<file path="src/design/mcbd_pkg.sv">
// Shared types and constants of the multi-click button detector.
// No dependencies; imported by the lane, the merge stage and the top level.
package mcbd_pkg;

    // Phase of one button, one-hot coded.
    typedef enum logic [4:0] {
        PH_AWAIT_PRESS   = 5'b00001,
        PH_DEB_PRESS     = 5'b00010,
        PH_AWAIT_RELEASE = 5'b00100,
        PH_DEB_RELEASE   = 5'b01000,
        PH_AWAIT_MULTI   = 5'b10000
    } phase_t;

    // Event kinds reported on the result channel.
    localparam logic [1:0] EV_CLICKS       = 2'd0;
    localparam logic [1:0] EV_HOLD         = 2'd1;
    localparam logic [1:0] EV_HOLD_RELEASE = 2'd2;

    // Configuration register indexes.
    localparam logic [2:0] REG_ACTIVE_LEVELS = 3'd0;
    localparam logic [2:0] REG_DEB_PRESS     = 3'd1;
    localparam logic [2:0] REG_DEB_RELEASE   = 3'd2;
    localparam logic [2:0] REG_HOLD          = 3'd3;
    localparam logic [2:0] REG_MULTI_CLICK   = 3'd4;
    localparam logic [2:0] REG_MAX_CLICKS    = 3'd5;

    localparam logic [15:0] TIMER_MAX = 16'hFFFF;

    // Timing thresholds and the click limit shared by all lanes.
    typedef struct packed {
        logic [15:0] debounce_press_ms;
        logic [15:0] debounce_release_ms;
        logic [15:0] hold_ms;
        logic [15:0] multi_click_ms;
        logic [3:0]  max_clicks;
    } cfg_t;

    // Event found by one lane for the current tick.
    typedef struct packed {
        logic       valid;
        logic [1:0] kind;
        logic [3:0] count;
    } lane_event_t;

endpackage

</file>
<file path="src/design/mcbd_lane.sv">
// One button lane: phase machine, saturating timer and click counter.
// Depends on mcbd_pkg for the phase type, thresholds and event struct.
module mcbd_lane (
    input  logic                 aclk,
    input  logic                 aresetn,
    input  logic                 tick,
    input  logic [15:0]          elapsed_ms,
    input  logic                 pressed,
    input  mcbd_pkg::cfg_t       cfg,
    output mcbd_pkg::lane_event_t ev
);
    import mcbd_pkg::*;

    phase_t      phase_reg, phase_next;
    logic [3:0]  clicks_reg, clicks_next;
    logic        held_reg, held_next;
    logic [15:0] timer_reg, timer_next;
    logic [16:0] sum;
    logic [15:0] t;

    assign sum = {1'b0, timer_reg} + {1'b0, elapsed_ms};
    assign t   = sum[16] ? TIMER_MAX : sum[15:0];

    always_comb begin
        phase_next  = phase_reg;
        clicks_next = clicks_reg;
        held_next   = held_reg;
        timer_next  = t;
        ev          = '0;
        case (phase_reg)
            PH_DEB_PRESS: begin
                if (t > cfg.debounce_press_ms) begin
                    phase_next = PH_AWAIT_RELEASE;
                    timer_next = '0;
                end
            end
            PH_AWAIT_RELEASE: begin
                if (!pressed) begin
                    phase_next = PH_DEB_RELEASE;
                    timer_next = '0;
                end else if (t > cfg.hold_ms) begin
                    held_next  = 1'b1;
                    timer_next = '0;
                    ev.valid   = 1'b1;
                    ev.kind    = EV_HOLD;
                end
            end
            PH_DEB_RELEASE: begin
                if (t > cfg.debounce_release_ms) begin
                    timer_next = '0;
                    if (held_reg) begin
                        phase_next  = PH_AWAIT_PRESS;
                        held_next   = 1'b0;
                        clicks_next = '0;
                        ev.valid    = 1'b1;
                        ev.kind     = EV_HOLD_RELEASE;
                    end else begin
                        clicks_next = (clicks_reg < cfg.max_clicks) ?
                                      clicks_reg + 4'd1 : cfg.max_clicks;
                        phase_next  = PH_AWAIT_MULTI;
                    end
                end
            end
            PH_AWAIT_MULTI: begin
                if (pressed) begin
                    phase_next = PH_DEB_PRESS;
                    timer_next = '0;
                end else if (t > cfg.multi_click_ms) begin
                    phase_next = PH_AWAIT_PRESS;
                    ev.valid   = 1'b1;
                    ev.kind    = EV_CLICKS;
                    ev.count   = clicks_reg;
                end
            end
            default: begin
                // Await press: a new sequence starts from a clean slate.
                phase_next  = PH_AWAIT_PRESS;
                clicks_next = '0;
                held_next   = 1'b0;
                if (pressed) begin
                    phase_next = PH_DEB_PRESS;
                    timer_next = '0;
                end
            end
        endcase
    end

    always_ff @(posedge aclk) begin
        if (!aresetn) begin
            phase_reg  <= PH_AWAIT_PRESS;
            clicks_reg <= '0;
            held_reg   <= 1'b0;
            timer_reg  <= '0;
        end else if (tick) begin
            phase_reg  <= phase_next;
            clicks_reg <= clicks_next;
            held_reg   <= held_next;
            timer_reg  <= timer_next;
        end
    end

endmodule

</file>
<file path="src/design/mcbd_merge.sv">
// Merge stage: holds one tick's events, sends them one per cycle while
// the receiver is ready, in ascending button order. Needs mcbd_pkg.
module mcbd_merge #(
    parameter int LANES = 8
) (
    input  logic                  aclk,
    input  logic                  aresetn,
    input  logic                  load,
    input  mcbd_pkg::lane_event_t lane_ev [LANES],
    output logic                  batch_empty,
    output logic                  m_valid,
    input  logic                  m_ready,
    output logic [2:0]            m_button_index,
    output logic [1:0]            m_event_kind,
    output logic [3:0]            m_click_count,
    output logic                  m_last
);
    import mcbd_pkg::*;

    logic [LANES-1:0] mask_reg, mask_next;
    logic [1:0]       kind_reg  [LANES];
    logic [3:0]       count_reg [LANES];
    logic             out_valid_reg;
    logic [2:0]       out_index_reg;
    logic [1:0]       out_kind_reg;
    logic [3:0]       out_count_reg;
    logic             out_last_reg;
    logic             move;
    logic             found;
    logic [2:0]       sel_index;
    logic [1:0]       sel_kind;
    logic [3:0]       sel_count;

    // Lowest pending button wins; its bit is cleared from the batch.
    always_comb begin
        found     = 1'b0;
        sel_index = '0;
        sel_kind  = '0;
        sel_count = '0;
        mask_next = mask_reg;
        for (int i = 0; i < LANES; i++) begin
            if (mask_reg[i] && !found) begin
                found        = 1'b1;
                sel_index    = 3'(i);
                sel_kind     = kind_reg[i];
                sel_count    = count_reg[i];
                mask_next[i] = 1'b0;
            end
        end
    end

    assign batch_empty = (mask_reg == '0);
    assign move        = !batch_empty && (!out_valid_reg || m_ready);

    always_ff @(posedge aclk) begin
        if (!aresetn) begin
            mask_reg      <= '0;
            out_valid_reg <= 1'b0;
        end else begin
            if (load) begin
                for (int i = 0; i < LANES; i++) begin
                    mask_reg[i] <= lane_ev[i].valid;
                end
            end else if (move) begin
                mask_reg <= mask_next;
            end
            if (move) begin
                out_valid_reg <= 1'b1;
            end else if (m_ready) begin
                out_valid_reg <= 1'b0;
            end
        end
    end

    always_ff @(posedge aclk) begin
        if (load) begin
            for (int i = 0; i < LANES; i++) begin
                kind_reg[i]  <= lane_ev[i].kind;
                count_reg[i] <= lane_ev[i].count;
            end
        end
        if (move) begin
            out_index_reg <= sel_index;
            out_kind_reg  <= sel_kind;
            out_count_reg <= sel_count;
            out_last_reg  <= (mask_next == '0);
        end
    end

    assign m_valid        = out_valid_reg;
    assign m_button_index = out_index_reg;
    assign m_event_kind   = out_kind_reg;
    assign m_click_count  = out_count_reg;
    assign m_last         = out_last_reg;

`ifndef SYNTHESIS
    a_load_empty: assert property (@(posedge aclk) disable iff (!aresetn)
        load |-> batch_empty)
        else $error("new tick loaded over a pending batch");
    a_move_valid: assert property (@(posedge aclk) disable iff (!aresetn)
        move |=> m_valid)
        else $error("event moved out but no result shown");
    a_kind_legal: assert property (@(posedge aclk) disable iff (!aresetn)
        m_valid |-> (m_event_kind == EV_CLICKS || m_event_kind == EV_HOLD ||
                     m_event_kind == EV_HOLD_RELEASE))
        else $error("illegal event kind on result channel");
    a_count_zero: assert property (@(posedge aclk) disable iff (!aresetn)
        (m_valid && m_event_kind != EV_CLICKS) |-> (m_click_count == 4'd0))
        else $error("nonzero click count on hold event");
`endif

endmodule

</file>
<file path="src/design/multi_click_button_detector.sv">
// Top level of the multi-click button detector: configuration registers,
// one lane per button and the merge stage. Depends on mcbd_pkg,
// mcbd_lane and mcbd_merge.
//
// Usage: every item on the s_ channel is one time tick carrying the
// milliseconds elapsed since the previous tick and the raw level of every
// button. Each button runs its own debounce and click machine; the events
// found in one tick (click sequence ended, hold, released after hold) come
// out on the m_ channel in ascending button order, one item each, with
// m_last set on the final event of the tick. A tick without events
// produces no item.
// The user writes configuration through the cfg_ channel, one register
// per item, only while the block is idle; the block does not enforce it.
// cfg_ready is always high and writes to unknown indexes are dropped.
// An accepted tick's events are captured in the merge stage's batch
// register, then move one by one into its output register, which
// drives the m_ channel. A tick with events holds s_ready low while the
// batch drains one event per cycle, while the receiver is ready,
// through the single result port; a tick may be accepted while the
// previous tick's last event still waits in the output register.
// Reset: all buttons return to await press with cleared timers and counts,
// and the registers take their default values. When the receiver stalls,
// the output item holds and s_ready drops once the next batch is waiting.
module multi_click_button_detector #(
    parameter int NUM_BUTTONS = 8
) (
    input  logic        aclk,
    input  logic        aresetn,
    input  logic        s_valid,
    output logic        s_ready,
    input  logic [15:0] s_elapsed_ms,
    input  logic [7:0]  s_button_levels,
    output logic        m_valid,
    input  logic        m_ready,
    output logic [2:0]  m_button_index,
    output logic [1:0]  m_event_kind,
    output logic [3:0]  m_click_count,
    output logic        m_last,
    input  logic        cfg_valid,
    output logic        cfg_ready,
    input  logic [2:0]  cfg_index,
    input  logic [15:0] cfg_data
);
    import mcbd_pkg::*;

    // Only eight buttons fit the level and index fields.
    localparam int LANES = (NUM_BUTTONS > 8) ? 8 : NUM_BUTTONS;

    logic [7:0]  active_levels_reg;
    cfg_t        cfg_reg;
    logic        accept;
    logic        batch_empty;
    logic [7:0]  pressed;
    lane_event_t lane_ev [LANES];

    assign cfg_ready = 1'b1;

    always_ff @(posedge aclk) begin
        if (!aresetn) begin
            active_levels_reg           <= '0;
            cfg_reg.debounce_press_ms   <= 16'd50;
            cfg_reg.debounce_release_ms <= 16'd50;
            cfg_reg.hold_ms             <= 16'd1000;
            cfg_reg.multi_click_ms      <= 16'd300;
            cfg_reg.max_clicks          <= 4'd5;
        end else if (cfg_valid) begin
            case (cfg_index)
                REG_ACTIVE_LEVELS: active_levels_reg <= cfg_data[7:0];
                REG_DEB_PRESS:     cfg_reg.debounce_press_ms <= cfg_data;
                REG_DEB_RELEASE:   cfg_reg.debounce_release_ms <= cfg_data;
                REG_HOLD:          cfg_reg.hold_ms <= cfg_data;
                REG_MULTI_CLICK:   cfg_reg.multi_click_ms <= cfg_data;
                REG_MAX_CLICKS:    cfg_reg.max_clicks <= cfg_data[3:0];
                default: begin
                end
            endcase
        end
    end

    // A new tick is taken whenever the previous tick's batch has been
    // handed to the output register.
    assign s_ready = batch_empty;
    assign accept  = s_valid && s_ready;

    // A button counts as pressed when its level equals its active level.
    assign pressed = ~(s_button_levels ^ active_levels_reg);

    for (genvar g = 0; g < LANES; g++) begin : g_lane
        mcbd_lane u_lane (
            .aclk       (aclk),
            .aresetn    (aresetn),
            .tick       (accept),
            .elapsed_ms (s_elapsed_ms),
            .pressed    (pressed[g]),
            .cfg        (cfg_reg),
            .ev         (lane_ev[g])
        );
    end

    mcbd_merge #(
        .LANES (LANES)
    ) u_merge (
        .aclk           (aclk),
        .aresetn        (aresetn),
        .load           (accept),
        .lane_ev        (lane_ev),
        .batch_empty    (batch_empty),
        .m_valid        (m_valid),
        .m_ready        (m_ready),
        .m_button_index (m_button_index),
        .m_event_kind   (m_event_kind),
        .m_click_count  (m_click_count),
        .m_last         (m_last)
    );

endmodule

</file>
<file path="config.mk">
export PLATFORM = sky130hd
export DESIGN_NAME = multi_click_button_detector
export DESIGN_NICKNAME = d
export VERILOG_FILES = /design/src/design/mcbd_pkg.sv /design/src/design/mcbd_lane.sv /design/src/design/mcbd_merge.sv /design/src/design/multi_click_button_detector.sv
export SDC_FILE = /design/constraint.sdc
export NUM_CORES = 2
export LEC_CHECK = 0
export CAP_MARGIN = 15
export CORE_MARGIN = 4
export CORE_UTILIZATION = 55
export CTS_CLUSTER_DIAMETER = 150
export DETAILED_ROUTE_END_ITERATION = 10
export DONT_BUFFER_PORTS = 1
export PLACE_DENSITY = 0.7
export SYNTH_ARGS = -nofsm -noshare
export SYNTH_HDL_FRONTEND = slang
export SYNTH_SLANG_ARGS = --single-unit
</file>
<file path="constraint.sdc">
create_clock -name aclk -period 5.75 [get_ports aclk]
set_input_delay 0.575 -clock aclk [delete_from_list [all_inputs] [get_ports aclk]]
set_output_delay 0.575 -clock aclk [all_outputs]
set_load 0.1 [all_outputs]
</file>
* Yosys cells after proc, flatten, opt, wreduce, memory -nomap -nowiden
Memory sizes are Yosys's and may differ from the RTL's.
Index checks and enable logic that the tools add are counted.
** Operators by class
- Equal/unequal tests :: 85
- Bitwise gates (word level) :: 18
- Add/subtract/negate cells :: 16
- Divide/modulo/power cells :: 0
- Reductions and logical operators :: 72
- $mul :: 0
- Muxes and demuxes :: 290
- $lt $le $gt $ge :: 40
- Shifts and indexed selects :: 0
** Operators with widths (count)
- $mux 16 :: 48
- $gt 16x16->1 :: 32
- $pmux 16 s3 :: 8
- $mux 5 :: 48
- $mux 4 :: 40
- $pmux 5 s4 :: 8
- $add 16x16->17 :: 8
- $mux 7 :: 16
- $mux 3 :: 32
- $reduce_and 5->1 :: 16
- $pmux 3 s3 :: 8
- $pmux 4 s2 :: 8
- $ne 2x1->1 const B :: 24
- $mux 1 :: 44
- $eq 5x2->1 const B :: 8
- $eq 5x3->1 const B :: 8
- $eq 5x4->1 const B :: 8
- $eq 5x5->1 const B :: 8
- $mux 2 :: 20
- $add 4x1->4 const B :: 8
- $lt 4x4->1 :: 8
- $ne 2x2->1 const B :: 16
- $ne 3x2->1 const B :: 8
- $pmux 1 s3 :: 8
- 18 further kinds :: 81
** Storage, ports and cells
- Memories :: 2
- Flip-flop bits (word level) :: 303
- ROM bits :: 0
- Output and inout port bits :: 13
- RAM bits :: 48
- Latch bits :: 0
** Memory list
- u_merge.count_reg :: depth 8, bits a word 4, read ports 8, clocked after Yosys merged registers in 0, wr ports 8, line mcbd_merge.sv:22 : logic [3:0] count_reg [LANES];
- u_merge.kind_reg :: depth 8, bits a word 2, read ports 8, clocked after Yosys merged registers in 0, wr ports 8, line mcbd_merge.sv:21 : logic [1:0] kind_reg [LANES];

* Longest topological paths before layout
- Depth after elaboration :: 24
- Gate-level depth with buffers :: 21
- Depth with buffers taken out :: 19

* By module
Synthesis repeated with hierarchy kept, for this count alone.
** Second synthesis, totals
- Cell total of the unflattened synthesis :: 4364
- Area, all modules :: 35629.2 um^2
** By module, submodules not included
- mcbd_lane at g_lane[4].u_lane ... :: cells each 487, area each 3762.4 um^2, instances 3, seq. area each 520.5 um^2
- mcbd_lane at g_lane[0].u_lane ... :: cells each 477, area each 3667.3 um^2, instances 2, seq. area each 520.5 um^2
- mcbd_lane at g_lane[1].u_lane :: cells each 508, area each 3871.2 um^2, instances 1, seq. area each 520.5 um^2
- mcbd_lane at g_lane[7].u_lane :: cells each 480, area each 3739.8 um^2, instances 1, seq. area each 520.5 um^2
- mcbd_lane at g_lane[2].u_lane :: cells each 479, area each 3719.8 um^2, instances 1, seq. area each 520.5 um^2
- multi_click_button_detector :: cells each 293, area each 3000.4 um^2, instances 1, seq. area each 1521.5 um^2
- mcbd_merge :: cells each 189, area each 2676.3 um^2, instances 1, seq. area each 1921.8 um^2

* Least setup slack after synthesis
Ideal clock, no wire load.
- Kind :: in2reg
- Start point :: input port s_elapsed_ms[0]
- End point :: register g_lane[0].u_lane.phase_reg[4]
- Setup time :: 0.121 ns
- Arrival :: 4.862 ns
- Path buffers :: 1
- Stages on the path :: 16
- Path slack :: 0.767 ns
- Cell sequence :: ha_1 fa_1 a211oi_1 nor2_1 o41a_1 a21oi_1 o21a_1 buf_2 o2111ai_1 ha_1 a21o_1 a221o_1 a2111oi_2 o21bai_1 nand4_2 mux2_2
** On the way
- Longest elaborated chain between the ends :: 5
- Elaborated cells on any way between the ends :: 9
- Classes of those cells :: add/sub (1); order compare (3); eq/ne (3); mux (1); reduce/logical (1)
** Ends and longest elaborated chain
- start: declaration :: line multi_click_button_detector.sv:31 : input logic [15:0] s_elapsed_ms,
- $add 16x16->17 * :: line mcbd_lane.sv:21 : assign sum = {1'b0, timer_reg} + {1'b0, elapsed_ms};
- $mux 16 * :: line mcbd_lane.sv:22 : assign t = sum[16] ? TIMER_MAX : sum[15:0];
- $gt 16x16->1, on equally long branches :: line mcbd_lane.sv:68, mcbd_lane.sv:32, mcbd_lane.sv:49
- $ne 3x2->1 (no line) or $ne 2x1->1 (tied branches)
- $reduce_and 5->1 (no line) *
- end signal: assignment :: line mcbd_lane.sv:95 : phase_reg <= phase_next;
- end: declaration :: line mcbd_lane.sv:14 : phase_t phase_reg, phase_next;
Mark *: on every way between the ends. The rest lies on a longest branch, timed or not.
A chain may end at the register's enable or synchronous reset.

* Worst setup path in the final report
- Start point :: register g_lane[6].u_lane.timer_reg[0]
- End point :: register g_lane[6].u_lane.timer_reg[6]
** On the way
- Longest elaborated chain between the ends :: 6
- Elaborated cells on any way between the ends :: 11
- Classes of those cells :: add/sub (1); order compare (3); mux (7)
** Ends and longest elaborated chain
- start: declaration :: line mcbd_lane.sv:17 : logic [15:0] timer_reg, timer_next;
- start signal: assignment :: line mcbd_lane.sv:98 : timer_reg <= timer_next;
- $add 16x16->17 * :: line mcbd_lane.sv:21
- $mux 16 * :: line mcbd_lane.sv:22
- $gt 16x16->1 :: line mcbd_lane.sv:41 : end else if (t > cfg.hold_ms) begin
- $mux 16 :: line mcbd_lane.sv:41
- $mux 16 :: line mcbd_lane.sv:38 : if (!pressed) begin
- $pmux 16 s3 * :: line mcbd_lane.sv:30 : case (phase_reg)
Marks and branches as above.

==> out/results.tsv <==
metric	value	unit
syn_inst	3811	
synth_nets	4539	
postPlaceCellArea	34000	um2
setup_viol	0	
drive_above_1_share	0.0577	
clkLatencyLatePin	0.62	ns
critPathSlowestCell	o21a_1	
leakage	15.8	nW
critical_path.cell_chain	ha_1 > fa_1 > a21o_1 > a311oi_2 > o31ai_1 > a21o_1 > a21o_1 > a31o_1 > or2_1 > ha_1 > nand4_1 > nor4_1 > inv_1 > nor3_1 > o21ai_1 > nand2_1 > o21a_1 > a22o_1	
cts.sinks	351	
synth.area.top_cells	ha_1, dfxtp_1, edfxtp_1, nand2_1, a21oi_1	
fin_util	0.604	
synth-seq-cells	351	
comb_power_share	0.381	
grt-ovfl-total	0	
drt_first_pass_iters	6	
wl_per_cell	25.5	um
post_cts.repair.setup_buffers	0	
tns	0	ns
cap_viol_max_count	0	
dp_hpwl	85.0	mm
crit_top_cell	a21o_1	
grt_max_degree	175	
grt_pass1_vias	29100	
ys_seq_area_frac	0.233	
p_switching	3.37	mW
largest_reg_flops	128	
max_stage_delay	0.64	ns
cts.htree.levels	2	
synthArstFlopShare	0	
area_growth	8.91	%
clock_skew	0.0316	ns
die-area	63400	um2
finalHoldViolCount	0	
rows	89	
yosysMostFrequentCell	ha_1	
fillerInstances	5316	
sequentialPowerShare	0.293	
cp.arrival	6.08	ns
ir_drop	0.000241	V
numCtsBuffers	43	
fin_area	35600	um2
nets	4591	
antenna_found_initial	5	
start_kind	register	
synth_top_area_frac	0.257	
endpoint_kind	register	
synth_top_area_cell	ha_1	
ys.warnings.count	0	
hp-class	input pin to register	
synth-main-ff-cell	dfxtp_1	
drc	0	
seqCellArea	7610	um2
synth_edf_count	58	
multiInputGateArea	24200	um2
cts_root_buf	clkbuf_16	
p_per_area	257	nW/um2
io_pins	61	
via_per_inst	6.65	
drv_slew	0	
ant_nets	0	
clk_pin_slew	0.07	ns
globalplace.congestion	1.03	
track_usage	0.364	
worstSetupPathType	register to register	
core_area	58900	um2
fmax	0.181	GHz
maxSlewHeadroom	0.286	
crit_required	6.30	ns
internal-power	5.77	mW
hold_buffers	0	
cp_max_fo	15	
route.vias.total	31100	
pwr-share-clk	0.326	
grt_first_pass_wirelength	177	mm
outcome	completed	
clock_path_buffers	3	
wl	119	mm
synthDistinctLibCells	108	
tightest_slew	1.07	ns
rsz0062_at_grt	false	
cts_tree	yes	
ys_top_cells_by_count	ha_1, nand2_1, dfxtp_1	
fin_crit	5.54	ns
portBuffers	0	
swShare	0.369	
drt_iter0_drc	3285	
avgSynthCellArea	8.57	um2
fp.dieW	252	um
finalCritPeriodShare	0.963	
initial_core_util	0.554	
dieHeight	252	um
syn_area	32700	um2
-- worst max-delay path, delay by kind of cell, from the launching register on --
family / cells / cell delay, ns
adders and majority gates: 3 / 0.99
AOI/OAI and AO/OA: 9 / 2.61
and+or+nand+nor: 5 / 1.43
buffers and inverters: 1 / 0.10
DFF: 1 / 0.33
-- layout by cell type (no fill, tap or decap), drive strengths merged, types with 15 or more instances in the layout --
cell,instances
a211o,24
a211oi,51
a21boi,93
a21o,125
a21oi,272
a22o,98
a31oi,25
a32o,15
and2,39
and3,41
buf,96
clkbuf,60
dfxtp,293
edfxtp,58
ha,672
inv,138
mux2i,44
nand2,410
nand2b,52
nand3,96
nand4,107
nor2,208
nor2b,78
nor3,67
nor4,31
o211ai,63
o21a,41
o21ai,188
o21bai,15
o31ai,18
or2,25
or3,32
or4,16
xnor2,53
xor2,50
-- power groups by stage --
stage,clock [mW],combinational [mW],sequential [mW]
6_report,2.98,3.48,2.68
5_1_grt,3.10,3.89,2.69
4_1_cts,3.01,3.40,2.68
3_5_place_dp,0,3.38,2.73
3_3_place_gp,0,3.31,2.73
2_1_floorplan,0,2.46,2.70
-- layer usage --
metal  routed length (um)  global-route usage  vias to the layer above
met2                49900               0.556                     1573
li1                     -                   -                    14600
met1                48700               0.480                    14600
met3                12500              0.0771                      374
met4                 7890               0.203                        0
met5                    0                   0                        -
-- final timing paths --
kind | end | startpoint | depth (start not counted) | slack [ns]
setup / recovery | g_lane[6].u_lane.timer_reg[6] | g_lane[6].u_lane.timer_reg[0] | 18 | 0.21
hold reg to reg | g_lane[7].u_lane.timer_reg[11] | g_lane[7].u_lane.timer_reg[11] | 2 | 0.45
setup reg to reg | g_lane[6].u_lane.timer_reg[6] | g_lane[6].u_lane.timer_reg[0] | 18 | 0.21
hold / removal | cfg_reg[0] | cfg_data[0] | 2 | 0.09
-- metrics by stage --
| step | total power [mW] | std cells | hold slack (ns) | setup WS, ns |
|---|---|---|---|---|
| 4_1_cts | 9.08 | 4670 | 0.0431 | 0.372 |
| 2_1_floorplan | 5.16 | 3811 | 0.429 | 0.767 |
| 6_report | 9.14 | 4675 | 0.0909 | 0.215 |
| 3_3_place_gp | 6.04 | 4591 | 0.445 | 0.148 |
| 5_1_grt | 9.69 | 4670 | 0.0926 | 0.0333 |
| 3_5_place_dp | 6.10 | 4591 | 0.450 | 0.152 |
-- cell type report --
class | instances | share of cell area
clock inverter | 19 | 0.00844
tap | 773 | 0.0272
inverter | 136 | 0.0144
antenna | 5 | 0.000352
multi-input combinational | 3235 | 0.680
clock buffer | 60 | 0.0346
sequential | 351 | 0.214
timing repair buffer | 96 | 0.0217
-- timing repair --
action                                 CTS  global route
endpoints found under the hold margin    0             0
resized for setup                        0             1
setup endpoints to repair                0            18
-- logic make-up (layout without fill, tap and decap cells) --
family | after synthesis | in the layout | synth area share
AO/OA/AOI/OAI | 1144 | 1144 | 0.240
flip-flops | 351 | 351 | 0.233
buffers and inverters | 225 | 311 | 0.0274
XOR/XNOR | 103 | 103 | 0.0276
other | 1 | 6 | 0.000115
multiplexers | 48 | 48 | 0.0149
adder cells (fa/ha/maj) | 681 | 681 | 0.263
AND/OR/NAND/NOR | 1258 | 1258 | 0.195
(Power assumes the default switching activity.)
